### src/hdl/elpd_pkg.sv
// Shared types and constants for the erasure peeling decoder.
`timescale 1ns / 1ps
`default_nettype none

package elpd_pkg;

  // Fixed widths of the item fields.
  localparam int unsigned FIELD_W     = 12;
  localparam int unsigned ROW_INDEX_W = 4;
  localparam int unsigned PASS_W      = 6;

  // Rows addressable by a load word.
  localparam int unsigned INDEX_ROWS = 2 ** ROW_INDEX_W;

  localparam logic [PASS_W-1:0] MAX_PASSES_RESET = 6'd30;

  // Queue between the front and the back.
  localparam int unsigned QUEUE_DEPTH = 2;
  localparam int unsigned QPTR_W      = $clog2(QUEUE_DEPTH);

  typedef logic [FIELD_W-1:0] word_t;

  typedef enum logic {
    OP_LOAD   = 1'b0,
    OP_DECODE = 1'b1
  } op_e;

  typedef enum logic [1:0] {
    ST_IDLE,
    ST_RUN,
    ST_DONE
  } back_state_e;

  // One classified word as it waits in the queue.
  typedef struct packed {
    logic                   is_load;
    logic                   load_ok;
    logic [ROW_INDEX_W-1:0] index;
    word_t                  row;
    word_t                  bits;
    word_t                  erased;
  } item_t;

endpackage

`default_nettype wire

### src/hdl/elpd_front.sv
// Front part: accepts input words, classifies them and queues them for the back.
`timescale 1ns / 1ps
`default_nettype none

module elpd_front import elpd_pkg::*; #(
  parameter int unsigned CODE_W = 12,
  parameter int unsigned ROWS   = 9
) (
  input  wire logic                   clk_i,
  input  wire logic                   rst_ni,
  input  wire logic                   in_valid_i,
  output      logic                   in_stall_o,
  input  wire logic                   operation_i,
  input  wire logic [ROW_INDEX_W-1:0] row_index_i,
  input  wire logic [FIELD_W-1:0]     row_bits_i,
  input  wire logic [FIELD_W-1:0]     hard_bits_i,
  input  wire logic [FIELD_W-1:0]     erasure_mask_i,
  output      logic                   item_valid_o,
  output      item_t                  item_o,
  input  wire logic                   item_pop_i
);

  localparam word_t CodeMask = FIELD_W'((64'd1 << CODE_W) - 64'd1);
  localparam int unsigned CntW = $clog2(QUEUE_DEPTH + 1);

  item_t             queue_q [QUEUE_DEPTH];
  logic [QPTR_W-1:0] wr_ptr_q, wr_ptr_d;
  logic [QPTR_W-1:0] rd_ptr_q, rd_ptr_d;
  logic [CntW-1:0]   count_q, count_d;
  item_t             item_new;
  logic              push;
  logic              pop;
  word_t             erased_in;

  assign in_stall_o   = (count_q == CntW'(QUEUE_DEPTH));
  assign item_valid_o = (count_q != '0);
  assign item_o       = queue_q[rd_ptr_q];

  assign push = in_valid_i && !in_stall_o;
  assign pop  = item_pop_i && item_valid_o;

  // Bits beyond the code length are dropped here, so the back never sees them.
  always_comb begin
    erased_in        = erasure_mask_i & CodeMask;
    item_new.is_load = (op_e'(operation_i) == OP_LOAD);
    item_new.load_ok = (32'(row_index_i) < 32'(ROWS));
    item_new.index   = row_index_i;
    item_new.row     = row_bits_i & CodeMask;
    item_new.bits    = hard_bits_i & CodeMask & ~erased_in;
    item_new.erased  = erased_in;
  end

  always_comb begin
    wr_ptr_d = push ? QPTR_W'(wr_ptr_q + 1'b1) : wr_ptr_q;
    rd_ptr_d = pop  ? QPTR_W'(rd_ptr_q + 1'b1) : rd_ptr_q;
    count_d  = count_q;
    if (push && !pop) begin
      count_d = CntW'(count_q + 1'b1);
    end else if (pop && !push) begin
      count_d = CntW'(count_q - 1'b1);
    end
  end

  always_ff @(posedge clk_i or negedge rst_ni) begin
    if (!rst_ni) begin
      wr_ptr_q <= '0;
      rd_ptr_q <= '0;
      count_q  <= '0;
    end else begin
      wr_ptr_q <= wr_ptr_d;
      rd_ptr_q <= rd_ptr_d;
      count_q  <= count_d;
    end
  end

  always_ff @(posedge clk_i) begin
    if (push) begin
      queue_q[wr_ptr_q] <= item_new;
    end
  end

endmodule

`default_nettype wire

### src/hdl/elpd_back.sv
// Back part: check-row store, row-per-cycle peeling sequencer and output register.
`timescale 1ns / 1ps
`default_nettype none

module elpd_back import elpd_pkg::*; #(
  parameter int unsigned CODE_W = 12,
  parameter int unsigned ROWS   = 9
) (
  input  wire logic              clk_i,
  input  wire logic              rst_ni,
  input  wire logic              cfg_we_i,
  input  wire logic [PASS_W-1:0] cfg_wdata_i,
  input  wire logic              item_valid_i,
  input  wire item_t             item_i,
  output      logic              item_pop_o,
  output      logic              out_valid_o,
  input  wire logic              out_stall_i,
  output      logic [FIELD_W-1:0] decoded_bits_o,
  output      logic [FIELD_W-1:0] erased_left_o,
  output      logic              success_o,
  output      logic [PASS_W-1:0] passes_used_o
);

  localparam int unsigned RowW = (ROWS > 1) ? $clog2(ROWS) : 1;
  localparam logic [RowW-1:0] LastRow = RowW'(ROWS - 1);

  back_state_e       state_q, state_d;
  logic [CODE_W-1:0] rows_q [ROWS];
  logic [PASS_W-1:0] max_passes_q;
  logic [RowW-1:0]   row_q;
  logic [PASS_W-1:0] passes_q;
  logic              progress_q;
  word_t             bits_q;
  word_t             erased_q;

  logic              out_valid_q;
  word_t             out_bits_q;
  word_t             out_erased_q;
  logic [PASS_W-1:0] out_passes_q;

  logic              start;
  logic              start_done;
  logic              row_we;
  logic              out_free;
  logic              out_load;
  word_t             row_cur;
  word_t             hit;
  logic              single;
  word_t             fill_bits;
  word_t             fill_erased;
  logic              last_row;
  logic              pass_progress;
  logic [PASS_W-1:0] passes_inc;
  logic              run_stop;

  assign out_free = !out_valid_q || !out_stall_i;

  // Peeling step on the current row: a row that covers exactly one erased bit fills it.
  always_comb begin
    row_cur       = FIELD_W'(rows_q[row_q]);
    hit           = row_cur & erased_q;
    single        = (hit != '0) && ((hit & (hit - 1'b1)) == '0);
    fill_erased   = single ? (erased_q & ~hit) : erased_q;
    fill_bits     = (single && (^(row_cur & bits_q))) ? (bits_q | hit) : bits_q;
    last_row      = (row_q == LastRow);
    pass_progress = progress_q || single;
    passes_inc    = PASS_W'(passes_q + 1'b1);
    run_stop      = last_row && ((fill_erased == '0) || (passes_inc >= max_passes_q) ||
                                 !pass_progress);
  end

  // A decode word with nothing erased or a zero pass limit skips the row sweep.
  assign start_done = (item_i.erased == '0) || (max_passes_q == '0);

  always_comb begin
    state_d = state_q;
    unique case (state_q)
      ST_IDLE: begin
        if (item_valid_i && !item_i.is_load) begin
          state_d = start_done ? ST_DONE : ST_RUN;
        end
      end
      ST_RUN: begin
        if (run_stop) begin
          state_d = ST_DONE;
        end
      end
      ST_DONE: begin
        if (out_free) begin
          state_d = ST_IDLE;
        end
      end
      default: state_d = ST_IDLE;
    endcase
  end

  always_comb begin
    item_pop_o = (state_q == ST_IDLE) && item_valid_i;
    start      = item_pop_o && !item_i.is_load;
    row_we     = item_pop_o && item_i.is_load && item_i.load_ok;
    out_load   = (state_q == ST_DONE) && out_free;
  end

  always_ff @(posedge clk_i or negedge rst_ni) begin
    if (!rst_ni) begin
      state_q      <= ST_IDLE;
      max_passes_q <= MAX_PASSES_RESET;
      row_q        <= '0;
      passes_q     <= '0;
      progress_q   <= 1'b0;
      out_valid_q  <= 1'b0;
    end else begin
      state_q     <= state_d;
      out_valid_q <= out_load || (out_valid_q && out_stall_i);
      if (cfg_we_i) begin
        max_passes_q <= cfg_wdata_i;
      end
      if (start) begin
        row_q      <= '0;
        passes_q   <= '0;
        progress_q <= 1'b0;
      end else if (state_q == ST_RUN) begin
        if (last_row) begin
          row_q      <= '0;
          passes_q   <= passes_inc;
          progress_q <= 1'b0;
        end else begin
          row_q      <= RowW'(row_q + 1'b1);
          progress_q <= pass_progress;
        end
      end
    end
  end

  // The check-row store is cleared at reset; a load beyond the last row is dropped.
  always_ff @(posedge clk_i or negedge rst_ni) begin
    if (!rst_ni) begin
      for (int i = 0; i < int'(ROWS); i++) begin
        rows_q[i] <= '0;
      end
    end else if (row_we) begin
      rows_q[item_i.index[RowW-1:0]] <= item_i.row[CODE_W-1:0];
    end
  end

  always_ff @(posedge clk_i) begin
    if (start) begin
      bits_q   <= item_i.bits;
      erased_q <= item_i.erased;
    end else if (state_q == ST_RUN) begin
      bits_q   <= fill_bits;
      erased_q <= fill_erased;
    end
    if (out_load) begin
      out_bits_q   <= bits_q;
      out_erased_q <= erased_q;
      out_passes_q <= passes_q;
    end
  end

  assign out_valid_o    = out_valid_q;
  assign decoded_bits_o = out_bits_q;
  assign erased_left_o  = out_erased_q;
  assign success_o      = (out_erased_q == '0);
  assign passes_used_o  = out_passes_q;

endmodule

`default_nettype wire

### src/hdl/ldpc_erasure_peeling_decoder.sv
// Top level of the erasure peeling decoder: front queue plus peeling back end.
//
// Usage: input words arrive on in_valid_i / in_stall_o. A word with operation
// load writes one parity-check row and gives no result; a row index at or
// beyond the row count is dropped. A decode word gives exactly one result word
// on out_valid_o / out_stall_i. Words are handled strictly in order.
// The front holds a two-word queue, so input is taken while the back works.
// The back visits one check row per cycle. A decode sweeps all check rows
// once per pass, for the reported passes_used passes; with nothing erased or a
// zero pass limit it skips the sweep. A load leaves the back idle for the next word.
// max_passes is written through cfg_we_i / cfg_wdata_i while the block is idle.
// Reset clears the check-row store to zero, sets max_passes to 30 and empties
// the queue and output register. When the receiver stalls, the result holds
// in the output register; the back then waits and the queue fills up.
`timescale 1ns / 1ps
`default_nettype none

module ldpc_erasure_peeling_decoder import elpd_pkg::*; #(
  parameter int unsigned CODE_BITS  = 12,
  parameter int unsigned CHECK_ROWS = 9
) (
  input  wire logic                   clk_i,
  input  wire logic                   rst_ni,
  input  wire logic                   cfg_we_i,
  input  wire logic [PASS_W-1:0]      cfg_wdata_i,
  input  wire logic                   in_valid_i,
  output      logic                   in_stall_o,
  input  wire logic                   operation_i,
  input  wire logic [ROW_INDEX_W-1:0] row_index_i,
  input  wire logic [FIELD_W-1:0]     row_bits_i,
  input  wire logic [FIELD_W-1:0]     hard_bits_i,
  input  wire logic [FIELD_W-1:0]     erasure_mask_i,
  output      logic                   out_valid_o,
  input  wire logic                   out_stall_i,
  output      logic [FIELD_W-1:0]     decoded_bits_o,
  output      logic [FIELD_W-1:0]     erased_left_o,
  output      logic                   success_o,
  output      logic [PASS_W-1:0]      passes_used_o
);

  // Only code bits that fit the fields and rows that a load can address matter.
  localparam int unsigned CodeW = (CODE_BITS < FIELD_W) ? CODE_BITS : FIELD_W;
  localparam int unsigned Rows  = (CHECK_ROWS < INDEX_ROWS) ? CHECK_ROWS : INDEX_ROWS;

  logic  item_valid;
  item_t item;
  logic  item_pop;

  elpd_front #(
    .CODE_W (CodeW),
    .ROWS   (Rows)
  ) u_front (
    .clk_i          (clk_i),
    .rst_ni         (rst_ni),
    .in_valid_i     (in_valid_i),
    .in_stall_o     (in_stall_o),
    .operation_i    (operation_i),
    .row_index_i    (row_index_i),
    .row_bits_i     (row_bits_i),
    .hard_bits_i    (hard_bits_i),
    .erasure_mask_i (erasure_mask_i),
    .item_valid_o   (item_valid),
    .item_o         (item),
    .item_pop_i     (item_pop)
  );

  elpd_back #(
    .CODE_W (CodeW),
    .ROWS   (Rows)
  ) u_back (
    .clk_i          (clk_i),
    .rst_ni         (rst_ni),
    .cfg_we_i       (cfg_we_i),
    .cfg_wdata_i    (cfg_wdata_i),
    .item_valid_i   (item_valid),
    .item_i         (item),
    .item_pop_o     (item_pop),
    .out_valid_o    (out_valid_o),
    .out_stall_i    (out_stall_i),
    .decoded_bits_o (decoded_bits_o),
    .erased_left_o  (erased_left_o),
    .success_o      (success_o),
    .passes_used_o  (passes_used_o)
  );

endmodule

`default_nettype wire

### config.mk
export PLATFORM = sky130hd
export DESIGN_NAME = ldpc_erasure_peeling_decoder
export DESIGN_NICKNAME = d
export VERILOG_FILES = /design/src/hdl/elpd_pkg.sv /design/src/hdl/elpd_front.sv /design/src/hdl/elpd_back.sv /design/src/hdl/ldpc_erasure_peeling_decoder.sv
export SDC_FILE = /design/constraint.sdc
export NUM_CORES = 1
export LEC_CHECK = 0
export BUFFER_PORTS_ARGS = -buffer_cell sky130_fd_sc_hd__buf_2
export CAP_MARGIN = 40
export CORE_MARGIN = 3
export CORE_UTILIZATION = 50
export CTS_CLUSTER_SIZE = 24
export DETAILED_ROUTE_END_ITERATION = 8
export HOLD_SLACK_MARGIN = 0.08
export PLACE_DENSITY = 0.74
export SYNTH_ARGS = -nofsm -noshare
export SYNTH_HDL_FRONTEND = slang
export SYNTH_HIERARCHICAL = 1
export SYNTH_SLANG_ARGS = --single-unit
### constraint.sdc
create_clock -name clk_i -period 5.2 [get_ports clk_i]
set_input_delay 0.52 -clock clk_i [delete_from_list [all_inputs] [get_ports clk_i]]
set_output_delay 0.52 -clock clk_i [all_outputs]
set_load 0.03 [all_outputs]
* After elaboration in Yosys (flattened, before gate mapping)
Memory sizes are Yosys's and may differ from the RTL's.
Index checks and enable logic that the tools add are counted.
** Word-level totals
- Flip-flop bits (word level) :: 186
- Latch bits :: 0
- Bits in writable memories :: 84
- ROM bits :: 0
- Output and inout port bits :: 33
- Memories kept :: 1
** Operators by class
- Add/sub/neg operators :: 7
- $mul :: 0
- Div/mod/pow operators :: 0
- $lt $le $gt $ge :: 5
- Equal/unequal tests :: 7
- Shift-type cells :: 0
- Multiplexer cells :: 30
- Bitwise logic cells :: 11
- Reduce and logical (&&, ||, !) cells :: 44
** Memory list
- u_front.queue_q :: depth 2, bits a word 42, rd ports 1, clocked after Yosys merged registers in 0, write ports 1, RTL line elpd_front.sv:26 : item_t queue_q [QUEUE_DEPTH];
** Operators with widths (number)
- 108-bit bitwise mux :: 1
- 12-bit two-way mux :: 9
- 12-bit AND :: 5
- 12-bit binary-select mux with 4-bit select :: 1
- 12-bit demux with 4-bit select :: 1
- 12-bit logical NOT :: 4
- 12-bit NOT :: 2
- 6-bit two-way mux :: 3
- 1-bit logical AND :: 15
- 2-bit two-way mux :: 6
- 4-bit two-way mux :: 3
- 12-bit bitwise OR :: 1
- 12-bit nonzero test :: 1
- 12-bit XOR reduction :: 1
- 12-bit by 1-bit subtractor with 12-bit output, second input constant :: 1
- 5-bit greater-or-equal comparator, second input constant :: 2
- 4-bit NOT with 5-bit output :: 2
- 2-bit nonzero test :: 5
- 1-bit logical NOT :: 7
- 6-bit by 1-bit adder with 6-bit output, second input constant :: 1
- 6-bit greater-or-equal comparator :: 1
- 6-bit logical NOT :: 1
- 1-bit logical OR :: 6
- 2-bit by 1-bit inequality test with 1-bit output, second input constant :: 3
- other kinds (15) :: 22

* Logic depth before layout (Yosys ltp)
- Depth in word-level cells :: 16
- Gate-level depth with buffers :: 13

* Cells and area by module
The synthesis kept the hierarchy.
** By module, submodules not included
- elpd_back :: instances 1, cells each 678, area each 8750.9 um^2
- elpd_front :: instances 1, cells each 164, area each 3517.1 um^2

* Least setup slack after synthesis
No wires, ideal clock.
- Kind :: register -> register
- Start :: reg u_back.row_q[0]
- End :: reg u_back.bits_q[0] (enable)
- Setup time :: 398 ps
- Data arrival time :: 3554 ps
- Data required time :: 4802 ps
- Slack :: 1248 ps
- Stages on the path, launching flop included :: 12
- Buffers on the path :: 2
- Clock period less this slack :: 3952 ps
- Path through :: dfrtp_1 -> buf_6 -> mux4_2 -> a211o_1 -> o2111ai_2 -> nand4_2 -> nor4b_2 -> a211oi_1 -> buf_6 -> nor4_1 -> nand2_1 -> o21ai_0
** On the way
- Word-level cells in the longest chain between the ends :: 12
- Elaborated cells between the ends (all ways) :: 15
- Those cells by class :: 1 x add/sub; 3 x mux; 4 x bitwise; 7 x reduce/logical
** RTL lines
- start, declared :: RTL line elpd_back.sv:30 : logic [RowW-1:0] row_q;
- start signal, assigned :: RTL line elpd_back.sv:128 : row_q <= RowW'(row_q + 1'b1);
- 4-bit NOT with 5-bit output (not written as such) * :: RTL line elpd_back.sv:60 : row_cur = FIELD_W'(rows_q[row_q]);
- 12-bit binary-select mux with 4-bit select * :: RTL line elpd_back.sv:60
- 12-bit two-way mux (not written as such) * (2 in series) :: RTL line elpd_back.sv:60
- 12-bit AND :: RTL line elpd_back.sv:61 : hit = row_cur & erased_q;
- 12-bit by 1-bit subtractor with 12-bit output :: RTL line elpd_back.sv:62 : single = (hit != '0) && ((hit & (hit - 1'b1)) == '0);
- 12-bit AND :: RTL line elpd_back.sv:62
- 12-bit logical NOT :: RTL line elpd_back.sv:62
- 1-bit logical AND :: RTL line elpd_back.sv:62
- 1-bit logical AND * :: RTL line elpd_back.sv:64 : fill_bits = (single && (^(row_cur & bits_q))) ? (bits_q | hit) : bits_q;
- 2-bit nonzero test (no source line) *
- 2-bit AND reduction (no source line) *
- end signal, assigned :: RTL line elpd_back.sv:148 : bits_q <= item_i.bits;
- end signal, assigned :: RTL line elpd_back.sv:151 : bits_q <= fill_bits;
- end, declared :: RTL line elpd_back.sv:33 : word_t bits_q;
Mark *: on every way between the ends. The rest lies on a longest branch, timed or not. The select of a mux whose other input is x is not followed.
A chain may end at the register's enable or synchronous reset.

* Worst setup path in the final report
- Start :: reg u_back.row_q[2]
- End :: reg u_back.state_q[0]
** On the way
- Word-level cells in the longest chain between the ends :: 16
- Elaborated cells between the ends (all ways) :: 22
- Those cells by class :: 1 x add/sub; 2 x eq/ne; 4 x mux; 5 x bitwise; 10 x reduce/logical
** RTL lines
- 4-bit NOT with 5-bit output (not written as such) :: RTL line elpd_back.sv:60
- 12-bit binary-select mux with 4-bit select :: RTL line elpd_back.sv:60
- 12-bit two-way mux (not written as such) (2 in series) :: RTL line elpd_back.sv:60
- 12-bit AND :: RTL line elpd_back.sv:61
- 12-bit by 1-bit subtractor with 12-bit output :: RTL line elpd_back.sv:62
- 12-bit AND :: RTL line elpd_back.sv:62
- 12-bit logical NOT :: RTL line elpd_back.sv:62
- 1-bit logical AND :: RTL line elpd_back.sv:62
- 12-bit two-way mux :: RTL line elpd_back.sv:63 : fill_erased = single ? (erased_q & ~hit) : erased_q;
- 12-bit logical NOT :: RTL line elpd_back.sv:68 : run_stop = last_row && ((fill_erased == '0) || (passes_inc >= max_passes_q) ||
- 1-bit logical OR (2 in series) :: RTL line elpd_back.sv:68
- 1-bit logical AND * :: RTL line elpd_back.sv:68
- 2-bit by 1-bit inequality test with 1-bit output (no source line) *
- 3-bit AND reduction (no source line) *
- end signal, assigned :: RTL line elpd_back.sv:113 : state_q <= state_d;
- end, declared :: RTL line elpd_back.sv:27 : back_state_e state_q, state_d;
Marks and branches as above.

==> flow_metrics.env <==
export IMPL_h_tree_depth=1
export IMPL_synth_compound_area_share_pct=7.00
export IMPL_synth_fp_nets=904
export IMPL_timing_rr_start="u_back/row_q[2]$_DFFE_PN0P_"
export IMPL_cts_tree="done"
export IMPL_muxShareOfSynthArea_pct=19.8
export IMPL_drt_antenna_violating_nets=0
export IMPL_cts_root_buffer="clkbuf_16"
export IMPL_layout_commonest_cell="edfxtp_1"
export IMPL_period_share_pct=84.2
export IMPL_status="complete, no violations"
export IMPL_core_area_sq_um=23800
export IMPL_leakage_nw=5.85
export IMPL_fp_dieArea_sq_um=26500
export IMPL_synth_top_family_by_area="multiplexers"
export IMPL_peakVddDrop_uv=336
export IMPL_drc=0
export IMPL_cp_data_arrival_time_ns=4.79
export IMPL_setup_viol=0
export IMPL_viasPerCell=5.75
export IMPL_overflow=0
export IMPL_port_buffers=84
export IMPL_max_cap_violations=0
export IMPL_slew_viol_final=0
export IMPL_critPathCaptureType="flip-flop"
export IMPL_die_w_um=163
export IMPL_hpwlAfterDp_um=19400
export IMPL_rsz0062_at_grt="no"
export IMPL_cts_setup_buffers=0
export IMPL_avgSynthCellArea_sq_um=14.6
export IMPL_reg2reg_depth=10
export IMPL_finalHoldViolCount=0
export IMPL_fin_nets=998
export IMPL_synth_edf_count=138
export IMPL_clock_sinks=270
export IMPL_p_total_mw=9.19
export IMPL_drive_gt1_share_pct=35.8
export IMPL_most_common_layout_cells="edfxtp_1, dfrtp_1, mux2_2, buf_2, nand2_1"
export IMPL_synthAdderAreaFrac_pct=1.02
export IMPL_syn_inst=842
export IMPL_synthTopCellsByArea="edfxtp_1, dfrtp_1, mux2_2"
export IMPL_routabilityCongestion=0.961
export IMPL_ys_warn_count=6
export IMPL_num_vias=7338
export IMPL_synth_area_sq_um=12300
export IMPL_start_kind="flip-flop"
export IMPL_fin_setup_tns_ns=0
export IMPL_min_period_ns=4.38
export IMPL_synthToLayoutAreaGrowth_pct=13.4
export IMPL_synth_seq_cells=270
export IMPL_synth_simple_gate_area_share_pct=7.30
export IMPL_row_count=56
export IMPL_track_usage_pct=20.6
export IMPL_finClkSkew_ns=0.0108
export IMPL_max_freq_mhz=228
export IMPL_criticalPathCategory="reg2reg"
export IMPL_num_io_pins=85
export IMPL_synth_xor_area_share_pct=1.50
export IMPL_grt_pass1_vias=7252
export IMPL_max_slew_margin_pct=37.9
export IMPL_synth_top_area_cell="edfxtp_1"
export IMPL_worst_r2r_endpoint="u_back/state_q[0]$_DFFE_PN0P_"
export IMPL_crit_start="u_back/row_q[2]$_DFFE_PN0P_"
export IMPL_clk_latency_ns=0.55
export IMPL_cts_buffers_inserted=27
export IMPL_grt_max_degree=55
export IMPL_endpoint="u_back/state_q[0]$_DFFE_PN0P_"
export IMPL_required_ns=5.62
export IMPL_wire_per_inst_um=21.2
export IMPL_ys_seq_area_share_pct=60.7
export IMPL_drtIter0Drc=761
export IMPL_start_util_pct=51.5
export IMPL_clockBufferDepth=3
export IMPL_clk_pin_slew_ns=0.06
export IMPL_max_slew_worst_pin_slew_ns=0.931
export IMPL_synthFlopType="edfxtp_1"
export IMPL_min_path_type="in2reg"
export IMPL_n_antenna_cell=0
export IMPL_synthDistinctLibCells=60
export IMPL_fin_hold_ws_ns=0.160
export IMPL_die_h_um=163
export IMPL_regToRegSetupSlack_ns=0.82
export IMPL_first_pass_iters=5
export IMPL_yosys_area_top_type_share_pct=33.8
export IMPL_grt_pass1_wl_um=42200
export IMPL_drt_total_wl_um=27100
export IMPL_power_density_nw_per_um2=661
export IMPL_cp_max_fo=26
export IMPL_synth_async_reset_ratio_pct=48.9
export IMPL_antenna_found_initial=0
==> critical path, stage by stage, from the launching register on <==
cell	delay (ns)
dfrtp_1	0.85
nor2b_1	0.56
a221oi_1	0.23
a21oi_1	0.42
o22ai_1	0.19
nor2_1	0.55
nand2_1	0.11
o31a_1	0.32
or4b_1	0.56
nor4_1	0.32
o22ai_1	0.13
==> synthesized netlist by cell type, types with 9 or more instances <==
| cell type | number |
|---|---|
| nand2_1 | 61 |
| ha_1 | 10 |
| a21oi_1 | 20 |
| xnor2_1 | 13 |
| dfrtp_1 | 128 |
| o21ai_0 | 29 |
| edfxtp_1 | 138 |
| mux2i_1 | 18 |
| nand2b_1 | 12 |
| and2_1 | 9 |
| nor2b_1 | 17 |
| mux2_2 | 121 |
| clkbuf_1 | 24 |
| mux4_2 | 13 |
| nor2_1 | 35 |
| inv_1 | 15 |
| o31ai_1 | 10 |
| mux2_4 | 39 |
==> cell type report <==
class	instances	area (sq um)
clock buffers	40	767
clock inverters	10	87.6
fillers	1890	9910
inverters	15	56.3
multi-input cells	517	4530
flip-flops and latches	270	7450
well taps	319	399
repair buffers	105	623
==> report_power, final <==
part	switching, mW	internal [mW]
Combinational	2.01	1.56
Clock	0.800	1.08
Sequential	0.576	3.16
Total	3.39	5.80
==> registers in the layout, summed over array words and instances (netlist names) <==
register and flops:
u_back/bits_q 12, u_back/decoded_bits_o 12, u_back/erased_left_o 12, u_back/erased_q 12
u_back/max_passes_q 6, u_back/out_valid_o 1, u_back/passes_q 6, u_back/passes_used_o 6
u_back/progress_q 1, u_back/row_q 4, u_back/rows_q 108, u_back/state_q 2
u_front/count_q 2, u_front/queue_q 84, u_front/rd_ptr_q 1, u_front/wr_ptr_q 1
==> cell families after synthesis <==
group	count (synthesis)
AOI/OAI and AO/OA	118
xor gates and xnor gates	21
adders and majority gates	10
buffers and inverters	55
DFF	270
muxes	192
and+or+nand+nor	176
==> worst min path at each step <==
stage,endpoint,startpoint,cells after the start,slack [ns]
after global placement,u_back/rows_q[92]$_DFFE_PN0P_,rst_ni,1,0.39
after floorplan,u_back/max_passes_q[0]$_DFFE_PN0P_,rst_ni,0,0.22
final,u_front/queue_q[0][31]$_DFFE_PP_,row_bits_i[7],1,0.16
after detailed placement,u_back/rows_q[92]$_DFFE_PN0P_,rst_ni,1,0.39
after CTS,u_front/queue_q[1][29]$_DFFE_PP_,row_bits_i[5],1,0.14
after global routing,u_front/queue_q[0][24]$_DFFE_PP_,row_bits_i[0],1,0.14
==> per-stage QoR <==
step                      cells  cell area (sq um)  setup WS [ns]  util (%)
after detailed placement   1225              13000          0.972      54.8
after global routing       1276              13900          0.548      58.4
after CTS                  1276              13900          0.949      58.4
after floorplan             842              12300           1.25         -
after global placement     1221              13000          0.956      54.5
final                      1276              13900          0.821      58.4
==> layer usage <==
metal,up-vias,global-route usage (%),share of wire (%)
met4,0,5.31,2.5
met5,-,0,0
li1,3340,-,-
met2,243,30.6,45
met1,3703,31.8,47
met3,52,3.31,5.9
==> what timing repair did <==
action                                  CTS  global route
endpoints found under the hold margin    14             0
resized for setup                         0             0
endpoints found under the setup margin    0             0
hold buffers                              1             0
Note: power is estimated with default switching activity, not from simulation.
